===== config.mk =====
export PLATFORM = sky130hd
export DESIGN_NAME = bba_ctrl
export DESIGN_NICKNAME = d
export VERILOG_FILES = /design/src/sv/bba_pkg.sv /design/src/sv/bba_ctrl.sv
export SDC_FILE = /design/constraint.sdc
export NUM_CORES = 1
export LEC_CHECK = 0
export ABC_AREA = 1
export BUFFER_PORTS_ARGS = -buffer_cell sky130_fd_sc_hd__buf_2
export CORE_AREA = 2 2 39 41
export CTS_BUF_LIST = sky130_fd_sc_hd__clkbuf_2 sky130_fd_sc_hd__clkbuf_4 sky130_fd_sc_hd__clkbuf_8
export DETAILED_ROUTE_END_ITERATION = 12
export DIE_AREA = 0 0 41 43
export HOLD_SLACK_MARGIN = 0.03
export MAX_ROUTING_LAYER = met4
export PLACE_DENSITY = 0.69
export SLEW_MARGIN = 20
export SYNTH_ARGS = -nofsm -noshare
export SYNTH_HDL_FRONTEND = slang
export SYNTH_SLANG_ARGS = --single-unit
export TNS_END_PERCENT = 5

===== constraint.sdc =====
create_clock -name clk_i -period 1.6 [get_ports clk_i]
set_input_delay 0.08 -clock clk_i [delete_from_list [all_inputs] [get_ports clk_i]]
set_output_delay 0.08 -clock clk_i [all_outputs]
set_load 0.02 [all_outputs]

===== src/sv/bba_pkg.sv =====
// ----------------------------------------------------------------------------
// bba_pkg
// Shared constants, types and helpers of the bitmap block allocator.
// ----------------------------------------------------------------------------
package bba_pkg;

  localparam int NUM_BLOCKS       = 32768;
  localparam int FIRST_DATA_BLOCK = 64;

  localparam int BMP_WORDS  = (NUM_BLOCKS + 31) / 32;
  localparam int WORD_AW    = $clog2(BMP_WORDS);
  localparam int BLK_W      = WORD_AW + 5;
  localparam int FIRST_WORD = FIRST_DATA_BLOCK / 32;
  localparam int FREE_INIT_I = (NUM_BLOCKS > FIRST_DATA_BLOCK) ?
                               ((NUM_BLOCKS - FIRST_DATA_BLOCK) % 65536) : 0;

  localparam logic [15:0] FREE_INIT  = 16'(FREE_INIT_I);
  localparam logic [31:0] FIRST_MASK = ~((32'd1 << (FIRST_DATA_BLOCK % 32)) - 32'd1);

  typedef logic [WORD_AW-1:0] word_addr_t;
  typedef logic [WORD_AW:0]   word_cnt_t;
  typedef logic [BLK_W-1:0]   blk_t;
  typedef logic [BLK_W:0]     blk_ext_t;

  localparam logic OP_ALLOC = 1'b0;
  localparam logic OP_FREE  = 1'b1;

  typedef enum logic [2:0] {
    ST_OK      = 3'd0,
    ST_NOSPACE = 3'd1,
    ST_SYSTEM  = 3'd2,
    ST_RANGE   = 3'd3,
    ST_ALREADY = 3'd4
  } bba_status_e;

  typedef enum logic [2:0] {
    S_CLEAR,
    S_IDLE,
    S_DECODE,
    S_FREE_CHK,
    S_SCAN,
    S_DONE
  } bba_state_e;

  typedef struct packed {
    logic        clr_step;
    logic        take_req;
    logic        scan_init;
    logic        scan_step;
    logic        free_read;
    logic        alloc_commit;
    logic        free_commit;
    logic        res_set;
    bba_status_e res_code;
    logic        load_out;
  } bba_cmd_t;

  typedef struct packed {
    logic clear_last;
    logic op_free;
    logic free_zero;
    logic blk_system;
    logic blk_range;
    logic chk_valid;
    logic chk_found;
    logic chk_beyond;
    logic chk_last;
    logic bit_set;
    logic out_room;
  } bba_sts_t;

  // reset contents of one bitmap word: system blocks marked used
  function automatic logic [31:0] init_word(input word_addr_t w);
    logic [31:0] r;
    blk_t        b;
    r = '0;
    for (int k = 0; k < 32; k++) begin
      b    = {w, 5'(k)};
      r[k] = ({1'b0, b} < blk_ext_t'(FIRST_DATA_BLOCK));
    end
    return r;
  endfunction

endpackage


===== src/sv/bba_ctrl.sv =====
// ----------------------------------------------------------------------------
// bba_ctrl
// Sequencer of the allocator: clearing pass, request decode, scan and reply.
// ----------------------------------------------------------------------------
module bba_ctrl (
  input  logic              clk_i,
  input  logic              rst_ni,
  input  logic              req_valid_i,
  output logic              req_ready_o,
  input  bba_pkg::bba_sts_t sts_i,
  output bba_pkg::bba_cmd_t cmd_o
);

  bba_pkg::bba_state_e state_q, state_d;

  always_ff @(posedge clk_i or negedge rst_ni) begin
    if (!rst_ni) begin
      state_q <= bba_pkg::S_CLEAR;
    end else begin
      state_q <= state_d;
    end
  end

  // next state
  always_comb begin
    state_d = state_q;
    unique case (state_q)
      bba_pkg::S_CLEAR: begin
        if (sts_i.clear_last) state_d = bba_pkg::S_IDLE;
      end
      bba_pkg::S_IDLE: begin
        if (req_valid_i) state_d = bba_pkg::S_DECODE;
      end
      bba_pkg::S_DECODE: begin
        if (!sts_i.op_free) begin
          state_d = sts_i.free_zero ? bba_pkg::S_DONE : bba_pkg::S_SCAN;
        end else if (sts_i.blk_system || sts_i.blk_range) begin
          state_d = bba_pkg::S_DONE;
        end else begin
          state_d = bba_pkg::S_FREE_CHK;
        end
      end
      bba_pkg::S_FREE_CHK: begin
        state_d = bba_pkg::S_DONE;
      end
      bba_pkg::S_SCAN: begin
        if (sts_i.chk_valid && (sts_i.chk_found || sts_i.chk_last)) begin
          state_d = bba_pkg::S_DONE;
        end
      end
      bba_pkg::S_DONE: begin
        if (sts_i.out_room) state_d = bba_pkg::S_IDLE;
      end
      default: state_d = bba_pkg::S_CLEAR;
    endcase
  end

  // outputs
  always_comb begin
    cmd_o       = '0;
    req_ready_o = 1'b0;
    unique case (state_q)
      bba_pkg::S_CLEAR: begin
        cmd_o.clr_step = 1'b1;
      end
      bba_pkg::S_IDLE: begin
        req_ready_o    = 1'b1;
        cmd_o.take_req = req_valid_i;
      end
      bba_pkg::S_DECODE: begin
        if (!sts_i.op_free) begin
          if (sts_i.free_zero) begin
            cmd_o.res_set  = 1'b1;
            cmd_o.res_code = bba_pkg::ST_NOSPACE;
          end else begin
            cmd_o.scan_init = 1'b1;
          end
        end else if (sts_i.blk_system) begin
          cmd_o.res_set  = 1'b1;
          cmd_o.res_code = bba_pkg::ST_SYSTEM;
        end else if (sts_i.blk_range) begin
          cmd_o.res_set  = 1'b1;
          cmd_o.res_code = bba_pkg::ST_RANGE;
        end else begin
          cmd_o.free_read = 1'b1;
        end
      end
      bba_pkg::S_FREE_CHK: begin
        cmd_o.res_set = 1'b1;
        if (sts_i.bit_set) begin
          cmd_o.free_commit = 1'b1;
          cmd_o.res_code    = bba_pkg::ST_OK;
        end else begin
          cmd_o.res_code = bba_pkg::ST_ALREADY;
        end
      end
      bba_pkg::S_SCAN: begin
        cmd_o.scan_step = 1'b1;
        if (sts_i.chk_valid) begin
          if (sts_i.chk_found && !sts_i.chk_beyond) begin
            cmd_o.alloc_commit = 1'b1;
            cmd_o.res_set      = 1'b1;
            cmd_o.res_code     = bba_pkg::ST_OK;
          end else if (sts_i.chk_found || sts_i.chk_last) begin
            cmd_o.res_set  = 1'b1;
            cmd_o.res_code = bba_pkg::ST_NOSPACE;
          end
        end
      end
      bba_pkg::S_DONE: begin
        cmd_o.load_out = sts_i.out_room;
      end
      default: begin
        cmd_o = '0;
      end
    endcase
  end

endmodule


==> results.txt <==
status: finished clean
Logic pwr share: 0.631
H-tree lvl count: 1
chip width: 41 µm
Arr. time, crit path: 1400 ps
fin nets: 113
gpl congestion: 0.7869
syn nets: 79
Reg clk slew, reported paths: 40 ps
core footprint: 0.001384 mm²
Fin Clk Skew: 1.517 ps
worst slew pin tran: 264.2 ps
DR WL/cell: 8.018 µm
normalized max-slew margin: 0.8239
number of flip-flops in the largest register: 3
register area share after synthesis: 0.2151
Int Pwr: 436.4 µW
Pleak: 0.3671 nW
clk_lat worst skew: 230 ps
DR pass1 iterations: 4
first-pass GRT wire length: 1.462 mm
RSZ-0062 raised after global routing: no
Initial Utilization: 0.2523
CTS tree: yes
Largest Register: state_q
Largest regs: state_q x3
final setup fails: 0
NetSw: 440.8 µW
Worst setup SP type: register
Crit. End Element: primary output
Switching Fraction: 0.5025
initial drt markers: 7
Mapped Avg Cell Area: 5.371 µm²
Seq pwr share: 0.200
Layout area overhead: 59.86%
Port Buf Inserts: 26
commonest non-fill, non-tap cell in the layout: buf_2
row cnt: 14
Worst IR Drop VDD: 0.0007202 V
CP max FO: 6
power per cell area: 1572 mW/mm²
clock tree buffer depth: 2
HPWL after DPL: 775.6 µm
drt total wl: 914 µm
post-synthesis cell type count: 15
crit path time final: 1479 ps
DRT antenna net count: 0
vias: 492
part of the power in the clock network: 0.169
largest net degree at the start of global routing: 8
Total Power: 877.2 µW
via/cell ratio: 4.316
layout cells sized above 1: 0.3878
most frequent cells in the layout: 26 x buf_2, 17 x nor2_1, 14 x inv_1
initial antenna violation count: 0
CTS sink cnt: 3
Final TNS setup: 0 ps
Yosys Warn Count: 0
area of the multi-input gates: 220.2 µm²
grt total ovfl: 0
GRT Resource Usage Total: 0.1218
IO Count: 27
Fmax: 676.0 MHz
MaxCap Viol Count: 0
Final period util: 0.9245
Syn Std Cell Area: 349.1 µm²
max-slew violation count: 0
antenna cells: 0
clk root buf: clkbuf_4
WP data required: 1520 ps
Reg area: 76.32 µm²
Final Hold Vio Count: 0
hold slack: 176.2 ps
Num CTS Buffers: 3
Chip Height: 43 µm
FILL cells: 167
Syn Inst Count: 65
Yosys reg bits: 3
vias in the first global route: 398
WS Path Type: reg2out
Hold Crit Class: in2async
full die area: 0.001763 mm²
# DRC: 0
## final timing paths
kind,start,to,slack (ps),cells past startpoint
setup / recovery,state_q[0],cmd_o[1],120,6
hold / removal,rst_ni,state_q[0],180,2
setup reg to reg,state_q[2],state_q[0],350,7
hold reg to reg,state_q[0],state_q[2],740,3
max in group asynchronous,rst_ni,state_q[0],1310,2
min in group clk_i,req_valid_i,state_q[0],200,4
## per-stage QoR
stage	setup slack [ps]	cells	util	area, µm²
global placement	328.9	107	0.3608	499.2
CTS	32.08	112	0.3897	539.3
detailed placement	292.0	107	0.3608	499.2
global route	14.58	114	0.4033	558.0
finish	120.8	114	0.4033	558.0
floorplan	169.2	65	-	349.1
## cells in the mapped netlist
| master | number | share of area |
|---|---|---|
| nor2_1 | 18 | 0.19 |
| inv_1 | 14 | 0.15 |
| nand2_1 | 11 | 0.12 |
| nand3_1 | 6 | 0.086 |
| a21oi_1 | 3 | 0.043 |
| dfrtp_1 | 3 | 0.22 |
| nor3_1 | 2 | 0.029 |
| inv_2 | 1 | 0.011 |
| nand3b_1 | 1 | 0.022 |
| nor2_2 | 1 | 0.018 |
| nor3_4 | 1 | 0.047 |
| nor4_1 | 1 | 0.018 |
| o21ai_0 | 1 | 0.014 |
| o22ai_1 | 1 | 0.018 |
| or2_2 | 1 | 0.018 |
## critical path: stages, from the launching register on
cell and delay (ps):
dfrtp_2 450, nor2_2 140, nand2_1 110, inv_1 90, nand2_1 60, o22ai_1 140
buf_2 180
## logic make-up (layout without fill, tap and decap cells)
kind of cell,count (synthesis),count (layout),share of synthesized area
AO/OA/AOI/OAI,5,5,0.07525
buffers and inverters,15,48,0.1613
flip-flops,3,3,0.2150
AND/OR/NAND/NOR,42,42,0.5484
## final cells by class
class,count,area share
clock buffers,4,0.05381
repair buffers,29,0.2780
multi-input cells,47,0.3946
inverters,15,0.1009
well taps,16,0.03587
flip-flops and latches,3,0.1368
## power groups by stage
stage | combinational (mW) | clock (mW) | sequential, mW
6_report | 0.554 | 0.148 | 0.175
5_1_grt | 0.625 | 0.163 | 0.182
4_1_cts | 0.516 | 0.155 | 0.168
3_5_place_dp | 0.512 | 0 | 0.168
3_3_place_gp | 0.508 | 0 | 0.165
2_1_floorplan | 0.375 | 0 | 0.159
## what timing repair did
| action | 4_1_cts | 5_1_grt |
|---|---|---|
| endpoints found under the setup margin | 0 | 3 |
| resized for setup | 0 | 2 |
| hold buffers | 1 | 0 |
| setup buffers | 0 | 2 |
| hold endpoints to repair | 3 | 0 |
## routing by layer
metal  vias up  GRT usage  part of all wire
met5         -          -                 0
li1        265          -                 -
met1       217     0.1494              0.45
met2        10     0.1781              0.50
met4         0    0.04000                 0
met3         0    0.04712             0.046
(Power assumes the default switching activity.)
